==> src/rtl/ycbcr_color_window_region_counter_defines.svh <==
// Assertion macros for the color window region counter.
// Included by the top level; expects clk and rst_n in the including scope.
`ifndef YCBCR_COLOR_WINDOW_REGION_COUNTER_DEFINES_SVH
`define YCBCR_COLOR_WINDOW_REGION_COUNTER_DEFINES_SVH

`ifndef SYNTHESIS
`define YCWRC_ASSERT(label, prop) \
    label: assert property (@(posedge clk) disable iff (!rst_n) prop) \
        else $error("ycwrc assertion failed");
`define YCWRC_ASSERT_MSG(label, prop, msg) \
    label: assert property (@(posedge clk) disable iff (!rst_n) prop) \
        else $error(msg);
`else
`define YCWRC_ASSERT(label, prop)
`define YCWRC_ASSERT_MSG(label, prop, msg)
`endif

`endif

==> src/rtl/ycwrc_pkg.sv <==
// Types, constants and helpers for the color window region counter.
// No dependencies; imported by ycwrc_classify and the top level.
package ycwrc_pkg;

    localparam int CNT_W       = 15;
    localparam int NUM_REGIONS = 7;

    typedef logic [CNT_W-1:0] count_t;

    localparam count_t CNT_MAX = {CNT_W{1'b1}};

    localparam logic [15:0] GREEN_BITS      = 16'h07E0;
    localparam logic [7:0]  DARK_LUMA       = 8'd20;
    localparam logic [6:0]  ROW_SPLIT_NEAR  = 7'd80;
    localparam logic [6:0]  ROW_SPLIT_FAR   = 7'd100;
    localparam logic [7:0]  COL_SPLIT_LEFT  = 8'd60;
    localparam logic [7:0]  COL_SPLIT_RIGHT = 8'd120;

    // conversion weights, sums kept in 17 bit signed
    localparam logic signed [16:0] Y_R    = 17'sd77;
    localparam logic signed [16:0] Y_G    = 17'sd150;
    localparam logic signed [16:0] Y_B    = 17'sd29;
    localparam logic signed [16:0] CB_R   = 17'sd43;
    localparam logic signed [16:0] CB_G   = 17'sd85;
    localparam logic signed [16:0] CR_G   = 17'sd107;
    localparam logic signed [16:0] CR_B   = 17'sd21;
    localparam logic signed [16:0] C_HALF = 17'sd128;

    typedef enum logic [2:0] {
        REGION_LOW_LEFT     = 3'd0,
        REGION_LOW_MID_NEAR = 3'd1,
        REGION_LOW_MID_FAR  = 3'd2,
        REGION_LOW_RIGHT    = 3'd3,
        REGION_HIGH_LEFT    = 3'd4,
        REGION_HIGH_MID     = 3'd5,
        REGION_HIGH_RIGHT   = 3'd6
    } region_t;

    typedef enum logic [2:0] {
        CFG_LUMA_LOW       = 3'd0,
        CFG_LUMA_HIGH      = 3'd1,
        CFG_BLUE_DIFF_LOW  = 3'd2,
        CFG_BLUE_DIFF_HIGH = 3'd3,
        CFG_RED_DIFF_LOW   = 3'd4,
        CFG_RED_DIFF_HIGH  = 3'd5,
        CFG_ROW_FIRST      = 3'd6,
        CFG_ROW_END        = 3'd7
    } cfg_index_t;

    typedef struct packed {
        logic [7:0] luma_low;
        logic [7:0] luma_high;
        logic [7:0] blue_diff_low;
        logic [7:0] blue_diff_high;
        logic [7:0] red_diff_low;
        logic [7:0] red_diff_high;
        logic [6:0] row_first;
        logic [6:0] row_end;
    } cfg_t;

    typedef struct packed {
        logic    match;
        logic    dark;
        region_t region;
    } class_t;

    function automatic count_t sat_inc(input count_t c);
        return (c == CNT_MAX) ? c : c + count_t'(1);
    endfunction

endpackage

==> src/rtl/ycwrc_classify.sv <==
// Pixel classifier: RGB565 to Y/Cb/Cr, window tests and region select.
// Purely combinational; uses ycwrc_pkg.
module ycwrc_classify
    import ycwrc_pkg::*;
#(
    parameter int FRAME_WIDTH  = 180,
    parameter int FRAME_HEIGHT = 120
)
(
    input  logic [15:0] pixel,
    input  logic [6:0]  row,
    input  logic [7:0]  column,
    input  cfg_t        cfg,
    output class_t      cls
);

    logic signed [16:0] r_s;
    logic signed [16:0] g_s;
    logic signed [16:0] b_s;
    logic signed [16:0] y_sum;
    logic signed [16:0] cb_sum;
    logic signed [16:0] cr_sum;
    logic [7:0]         luma;
    logic signed [7:0]  cb;
    logic signed [7:0]  cr;
    logic               examine;
    logic               chroma_ok;
    logic               luma_ok;

    // channels widened to 8 bits by a left shift
    assign r_s = signed'({9'd0, pixel[15:11], 3'd0});
    assign g_s = signed'({9'd0, pixel[10:5], 2'd0});
    assign b_s = signed'({9'd0, pixel[4:0], 3'd0});

    assign y_sum  = Y_R * r_s + Y_G * g_s + Y_B * b_s + C_HALF;
    assign cb_sum = C_HALF * b_s - CB_R * r_s - CB_G * g_s - C_HALF;
    assign cr_sum = C_HALF * r_s - CR_G * g_s - CR_B * b_s - C_HALF;

    // Y sum is non-negative and below 2^16, chroma sums fit 16 bit two's complement,
    // so bits 15:8 are the floor shift
    assign luma = y_sum[15:8];
    assign cb   = signed'(cb_sum[15:8]);
    assign cr   = signed'(cr_sum[15:8]);

    assign examine = (row >= cfg.row_first) && (row < cfg.row_end)
                  && (32'(row) < FRAME_HEIGHT) && (32'(column) < FRAME_WIDTH);

    assign chroma_ok = (cb >= signed'(cfg.blue_diff_low)) && (cb <= signed'(cfg.blue_diff_high))
                    && (cr >= signed'(cfg.red_diff_low)) && (cr <= signed'(cfg.red_diff_high));

    assign luma_ok = (luma >= cfg.luma_low) && (luma <= cfg.luma_high);

    always_comb
    begin
        cls.match = examine && chroma_ok && luma_ok;
        cls.dark  = examine && chroma_ok && !luma_ok && (luma <= DARK_LUMA);

        priority if (row >= ROW_SPLIT_NEAR)
        begin
            priority if (column < COL_SPLIT_LEFT)
                cls.region = REGION_LOW_LEFT;
            else if (column < COL_SPLIT_RIGHT)
                cls.region = (row < ROW_SPLIT_FAR) ? REGION_LOW_MID_NEAR : REGION_LOW_MID_FAR;
            else
                cls.region = REGION_LOW_RIGHT;
        end
        else
        begin
            priority if (column < COL_SPLIT_LEFT)
                cls.region = REGION_HIGH_LEFT;
            else if (column < COL_SPLIT_RIGHT)
                cls.region = REGION_HIGH_MID;
            else
                cls.region = REGION_HIGH_RIGHT;
        end
    end

endmodule

==> src/rtl/ycbcr_color_window_region_counter.sv <==
// Channel   | Handshake                   | Payload
// input     | in_valid / in_stall         | pixel_in, row, column, clear_counts
// output    | out_valid / out_stall       | pixel_out, is_match, is_dark, count_*
// config    | cfg_valid / cfg_ready       | cfg_index, cfg_data
// One pixel per cycle while out_stall is low; the path is the input register, then the
// classifier and counter update into the result register.
// Counters are the result register: they move only when a transaction enters it.
// Reset loads the default windows and zeroes every counter; cfg_ready is always high.
// out_stall with a full result register holds it; in_stall rises once the input
// register is also full.
// Depends on ycwrc_pkg, ycwrc_classify and the defines header.
`include "ycbcr_color_window_region_counter_defines.svh"

module ycbcr_color_window_region_counter
    import ycwrc_pkg::*;
#(
    parameter int FRAME_WIDTH  = 180,
    parameter int FRAME_HEIGHT = 120
)
(
    input  logic         clk,
    input  logic         rst_n,

    input  logic         in_valid,
    output logic         in_stall,
    input  logic [15:0]  pixel_in,
    input  logic [6:0]   row,
    input  logic [7:0]   column,
    input  logic         clear_counts,

    output logic         out_valid,
    input  logic         out_stall,
    output logic [15:0]  pixel_out,
    output logic         is_match,
    output logic         is_dark,
    output logic [14:0]  count_low_left,
    output logic [14:0]  count_low_mid_near,
    output logic [14:0]  count_low_mid_far,
    output logic [14:0]  count_low_right,
    output logic [14:0]  count_high_left,
    output logic [14:0]  count_high_mid,
    output logic [14:0]  count_high_right,
    output logic [14:0]  count_dark,

    input  logic         cfg_valid,
    output logic         cfg_ready,
    input  logic [2:0]   cfg_index,
    input  logic [7:0]   cfg_data
);

    cfg_t        cfg_reg;

    logic        s1_valid_reg;
    logic [15:0] s1_pixel_reg;
    logic [6:0]  s1_row_reg;
    logic [7:0]  s1_column_reg;
    logic        s1_clear_reg;

    logic        out_valid_reg;
    logic [15:0] pixel_out_reg;
    logic        is_match_reg;
    logic        is_dark_reg;
    count_t      count_reg [NUM_REGIONS];
    count_t      count_dark_reg;

    count_t      count_next [NUM_REGIONS];
    count_t      count_dark_next;
    logic [15:0] pixel_out_next;

    logic        s2_adv;
    logic        s1_load;
    logic        s2_take;
    class_t      cls;

    assign cfg_ready = 1'b1;

    always_ff @(posedge clk or negedge rst_n)
    begin
        if (!rst_n)
        begin
            cfg_reg.luma_low       <= 8'd70;
            cfg_reg.luma_high      <= 8'd140;
            cfg_reg.blue_diff_low  <= 8'hF6;
            cfg_reg.blue_diff_high <= 8'h0A;
            cfg_reg.red_diff_low   <= 8'hF6;
            cfg_reg.red_diff_high  <= 8'h0A;
            cfg_reg.row_first      <= 7'd60;
            cfg_reg.row_end        <= 7'd120;
        end
        else if (cfg_valid && cfg_ready)
        begin
            unique case (cfg_index_t'(cfg_index))
                CFG_LUMA_LOW:       cfg_reg.luma_low       <= cfg_data;
                CFG_LUMA_HIGH:      cfg_reg.luma_high      <= cfg_data;
                CFG_BLUE_DIFF_LOW:  cfg_reg.blue_diff_low  <= cfg_data;
                CFG_BLUE_DIFF_HIGH: cfg_reg.blue_diff_high <= cfg_data;
                CFG_RED_DIFF_LOW:   cfg_reg.red_diff_low   <= cfg_data;
                CFG_RED_DIFF_HIGH:  cfg_reg.red_diff_high  <= cfg_data;
                CFG_ROW_FIRST:      cfg_reg.row_first      <= cfg_data[6:0];
                CFG_ROW_END:        cfg_reg.row_end        <= cfg_data[6:0];
            endcase
        end
    end

    // flow control: result register frees when empty or taken
    assign s2_adv   = !out_valid_reg || !out_stall;
    assign in_stall = s1_valid_reg && !s2_adv;
    assign s1_load  = in_valid && !in_stall;
    assign s2_take  = s2_adv && s1_valid_reg;

    always_ff @(posedge clk or negedge rst_n)
    begin
        if (!rst_n)
            s1_valid_reg <= 1'b0;
        else if (!in_stall)
            s1_valid_reg <= in_valid;
    end

    always_ff @(posedge clk)
    begin
        if (s1_load)
        begin
            s1_pixel_reg  <= pixel_in;
            s1_row_reg    <= row;
            s1_column_reg <= column;
            s1_clear_reg  <= clear_counts;
        end
    end

    ycwrc_classify #(
        .FRAME_WIDTH  (FRAME_WIDTH),
        .FRAME_HEIGHT (FRAME_HEIGHT)
    ) u_classify (
        .pixel  (s1_pixel_reg),
        .row    (s1_row_reg),
        .column (s1_column_reg),
        .cfg    (cfg_reg),
        .cls    (cls)
    );

    always_comb
    begin
        count_t base;
        for (int k = 0; k < NUM_REGIONS; k++)
        begin
            base = s1_clear_reg ? '0 : count_reg[k];
            count_next[k] = (cls.match && (cls.region == region_t'(3'(k))))
                          ? sat_inc(base) : base;
        end
        base = s1_clear_reg ? '0 : count_dark_reg;
        count_dark_next = cls.dark ? sat_inc(base) : base;
        pixel_out_next  = cls.match ? (s1_pixel_reg | GREEN_BITS) : s1_pixel_reg;
    end

    always_ff @(posedge clk or negedge rst_n)
    begin
        if (!rst_n)
        begin
            out_valid_reg  <= 1'b0;
            count_dark_reg <= '0;
            for (int k = 0; k < NUM_REGIONS; k++)
                count_reg[k] <= '0;
        end
        else if (s2_adv)
        begin
            out_valid_reg <= s1_valid_reg;
            if (s1_valid_reg)
            begin
                count_dark_reg <= count_dark_next;
                for (int k = 0; k < NUM_REGIONS; k++)
                    count_reg[k] <= count_next[k];
            end
        end
    end

    always_ff @(posedge clk)
    begin
        if (s2_take)
        begin
            pixel_out_reg <= pixel_out_next;
            is_match_reg  <= cls.match;
            is_dark_reg   <= cls.dark;
        end
    end

    assign out_valid          = out_valid_reg;
    assign pixel_out          = pixel_out_reg;
    assign is_match           = is_match_reg;
    assign is_dark            = is_dark_reg;
    assign count_low_left     = count_reg[REGION_LOW_LEFT];
    assign count_low_mid_near = count_reg[REGION_LOW_MID_NEAR];
    assign count_low_mid_far  = count_reg[REGION_LOW_MID_FAR];
    assign count_low_right    = count_reg[REGION_LOW_RIGHT];
    assign count_high_left    = count_reg[REGION_HIGH_LEFT];
    assign count_high_mid     = count_reg[REGION_HIGH_MID];
    assign count_high_right   = count_reg[REGION_HIGH_RIGHT];
    assign count_dark         = count_dark_reg;

    `YCWRC_ASSERT_MSG(a_match_dark_excl, out_valid_reg |-> !(is_match_reg && is_dark_reg), "match and dark both set")
    `YCWRC_ASSERT(a_match_green, (out_valid_reg && is_match_reg) |-> ((pixel_out_reg & GREEN_BITS) == GREEN_BITS))
    `YCWRC_ASSERT(a_dark_counted, (out_valid_reg && is_dark_reg) |-> (count_dark_reg != '0))
    `YCWRC_ASSERT_MSG(a_counts_hold, !s2_take |=> $stable(count_dark_reg), "dark counter moved without a transaction")
    `YCWRC_ASSERT(a_stall_full, in_stall |-> (s1_valid_reg && out_valid_reg))

endmodule

==> config.mk <==
export PLATFORM = sky130hd
export DESIGN_NAME = ycbcr_color_window_region_counter
export DESIGN_NICKNAME = d
export VERILOG_FILES = /design/src/rtl/ycwrc_pkg.sv /design/src/rtl/ycwrc_classify.sv /design/src/rtl/ycbcr_color_window_region_counter.sv
export VERILOG_INCLUDE_DIRS = /design/src /design/src/rtl
export SDC_FILE = /design/constraint.sdc
export NUM_CORES = 1
export LEC_CHECK = 0
export ABC_AREA = 1
export CAP_MARGIN = 0
export CORE_UTILIZATION = 55
export DETAILED_ROUTE_END_ITERATION = 10
export DONT_BUFFER_PORTS = 1
export GPL_TIMING_DRIVEN = 0
export PLACE_DENSITY = 0.73
export SKIP_LAST_GASP = 1
export SYNTH_ARGS = -nofsm -noshare
export SYNTH_HDL_FRONTEND = slang
export SYNTH_SLANG_ARGS = --single-unit
==> constraint.sdc <==
create_clock -name clk -period 6.96 [get_ports clk]
set_input_delay 1.392 -clock clk [delete_from_list [all_inputs] [get_ports clk]]
set_output_delay 1.392 -clock clk [all_outputs]
set_load 0.02 [all_outputs]
==> impl_metrics.csv <==
group,metric,value,unit
floorplanning,dieWidth,195,um
setup_path,critPathBufInv,8,
cells_and_area,area_delta_synth_final,15.0,%
cells_and_area,largest_reg_flops,62,
power,power_density,552,nW/um^2
global_routing,grt_pass1_wl,94.9,mm
place,gp_congestion,0.939,
place,hpwl,42.3,mm
drt,totalWireLength,59.3,mm
setup_path,worst_setup_path_end_kind,"register",
cts,root_buffer,"clkbuf_16",
global_routing,grt_usage,31.1,%
setup_path,slowest_stage,"fa_1",
power,vdd_ir_drop_max,0.000681,V
synth,yosys_most_used_dff,"dfrtp_1",
setup_path,required,7.44,ns
cts,path_clk_slew,0.06,ns
synth,synth_area,20400,sq um
drt,ant_nets,0,
power,leakagePower,0.0128,uW
place,portBuffers,0,
floorplanning,die_area,37900,sq um
synth,avgSynthCellArea,7.32,sq um
floorplanning,die_h,195,um
hold_path,hold_path.class,"register to register",
global_routing,grt_pass1_vias,18500,
synth,async_reset_ff_share,79.3,%
global_routing,grt_max_degree,185,
run_status,violations,"setup timing",
synth,synth_seq_area_share,29.8,%
floorplanning,initial_core_util,55.8,%
cells_and_area,fin_cells,3395,
synth,synth_cell_type_count,45,
cts,cts_tree,"done",
setup_path,critical_path_arrival,7.52,ns
synth,post-synth-top-count-cell,"nand2_1",
setup_path,cpPeakStageDelay,0.53,ns
cells_and_area,postLayoutCoreUtil,64.2,%
cells_and_area,nets,3272,
timing,slew_viol_final,0,
timing,fin_crit_sh,101,%
timing,slew-limit-headroom,12.0,%
floorplanning,placementRows,70,
cells_and_area,drive_gt1_share,11.1,%
setup_path,path_class,"register to register",
floorplanning,pin_count,189,
timing,setup_viol,66,
synth,yosys_warnings,0,
drt,first_pass_iters,6,
setup_path,path_max_fanout,5,
timing,fmax,142,MHz
cts,cts_sinks,232,
synth,synth_top_area_cell,"dfrtp_1",
synth,synth_area_leaders,"dfrtp_1, ha_1, nand2_1, inv_1, edfxtp_1",
cts,numCtsBuffers,28,
place,dp_cells,3262,
synth,ys_ff_latch,232,
synth,yosysTopAreaCellShare,18.9,%
cts,cts_hold_buf,0,
setup_path,startpoint_type,"register",
synth,syn_inst,2794,
timing,fin_tns_setup,-1.17,ns
setup_path,cp_top_family,"adder cells",
timing,tightest_slew,1.31,ns
floorplanning,core_area,36600,sq um
drt,via_per_inst,5.62,
drt,drc,0,
cts,worst_skew_pair.late_latency,0.59,ns
timing,clock_skew,0.0290,ns
timing,rsz0062_at_grt,"yes",
synth,synth_nets,3159,
synth,synth_commonest_cells,"nand2_1, inv_1, ha_1",
timing,hold_violations,0,
global_routing,overflow,0,
timing,worst_slack,-0.0842,ns
synth,synth_edf_count,48,
global_routing,antenna_found_initial,2,
drt,wire_per_inst,17.5,um
cts,h-tree-depth,1,
run_status,status,"complete, but fails checks",
drt,vias,19100,
drt,drt-initial-drc-count,1626,
timing,period_needed,7.04,ns
flow_run,drv_cap,0,
cts,clockBufferDepth,3,
==> timing repair <==
| item | CTS | global route |
|---|---|---|
| cloned | 8 | 1 |
| setup endpoints to repair | 128 | 128 |
| gates resized for setup | 154 | 46 |
| pin swaps | 83 | 52 |
| buffers inserted | 54 | 20 |
==> logic make-up (layout without fill, tap and decap cells) <==
| kind of cell | after synthesis | in the layout | synth area share (%) |
|---|---|---|---|
| AOI/OAI and AO/OA | 226 | 226 | 6.03 |
| xor gates and xnor gates | 62 | 62 | 2.66 |
| adders and majority gates | 317 | 317 | 21.1 |
| buffers and inverters | 638 | 770 | 12.2 |
| DFF | 232 | 232 | 29.8 |
| muxes | 1 | 1 | 0.0551 |
| other | 1 | 2 | 0.0183 |
| and+or+nand+nor | 1317 | 1317 | 28.2 |
==> tightest hold or removal path, cell delays in order (launching register included) <==
cell and delay [ns]:
dfrtp_1 0.35, inv_1 0.05, nand2_1 0.05
==> final timing paths <==
check	startpoint	to	slack, ns	depth (start not counted)
max reg2reg	s1_pixel_reg[10]$_DFFE_PP_	count_high_left[13]$_DFFE_PN0P_	-0.08	37
min reg2reg	s1_valid_reg$_DFFE_PN0N_	out_valid$_DFFE_PN0N_	0.48	2
max	s1_pixel_reg[10]$_DFFE_PP_	count_high_left[13]$_DFFE_PN0P_	-0.08	37
max in group asynchronous	rst_n	cfg_reg[9]$_DFFE_PN1P_	6.08	0
min in group asynchronous	rst_n	count_high_right[10]$_DFFE_PN0P_	0.49	0
min	s1_valid_reg$_DFFE_PN0N_	out_valid$_DFFE_PN0N_	0.48	2
==> report_power, final <==
part           internal, uW  switching, uW  leakage, uW
sequential             1520           82.4      0.00288
clock                   883            609     0.000443
combinational          3970           5910      0.00949
==> cell usage in the layout, fill, tap and decap left out, drive strengths merged, types with 5 or more instances in the layout <==
master / netlist / routed
ha: 270 / 270
nand4: 137 / 137
edfxtp: 48 / 48
xor2: 39 / 39
o21ai: 97 / 97
o21bai: 6 / 6
nor2: 189 / 189
clkbuf: 30 / 70
a21oi: 91 / 91
nor4: 5 / 5
o31ai: 5 / 5
nand3: 195 / 195
dfrtp: 154 / 154
nor3: 33 / 33
a21o: 8 / 8
and3: 9 / 9
inv: 565 / 565
nand2: 733 / 733
xnor2: 23 / 23
a31oi: 5 / 5
buf: 41 / 124
fa: 47 / 47
dfstp: 30 / 30
nand3b: 12 / 12
clkinv: 2 / 6
==> per-layer routing <==
| metal | vias to the layer above | GRT usage, % | wire length (um) |
|---|---|---|---|
| met3 | 158 | 6.44 | 5140 |
| met2 | 771 | 50.4 | 26900 |
| li1 | 9193 | - | - |
| met1 | 8960 | 40.9 | 24900 |
| met5 | - | 0 | 18 |
| met4 | 2 | 11.7 | 2340 |
==> area by class of cell <==
class	count	area, sq um
Antenna cell	1	2.50
Buffer	71	433
Clock buffer	40	776
Clock inverter	9	143
Fill cell	3168	13100
Inverter	567	2140
Multi-Input combinational cell	1924	12600
Sequential cell	232	6080
Tap cell	468	586
Timing Repair Buffer	83	742
==> metrics by stage <==
stage / power, uW / worst slack, ns / instance area [sq um] / hold slack (ns)
2_1_floorplan: 7980 / 0.200 / 20400 / 0.448
3_3_place_gp: 9450 / -1.52 / 21000 / 0.462
3_5_place_dp: 9810 / -1.69 / 21000 / 0.474
4_1_cts: 12100 / -0.132 / 23100 / 0.478
5_1_grt: 14300 / -0.368 / 23500 / 0.477
6_report: 13000 / -0.0842 / 23500 / 0.482
Note: power is estimated with default switching activity, not from simulation.
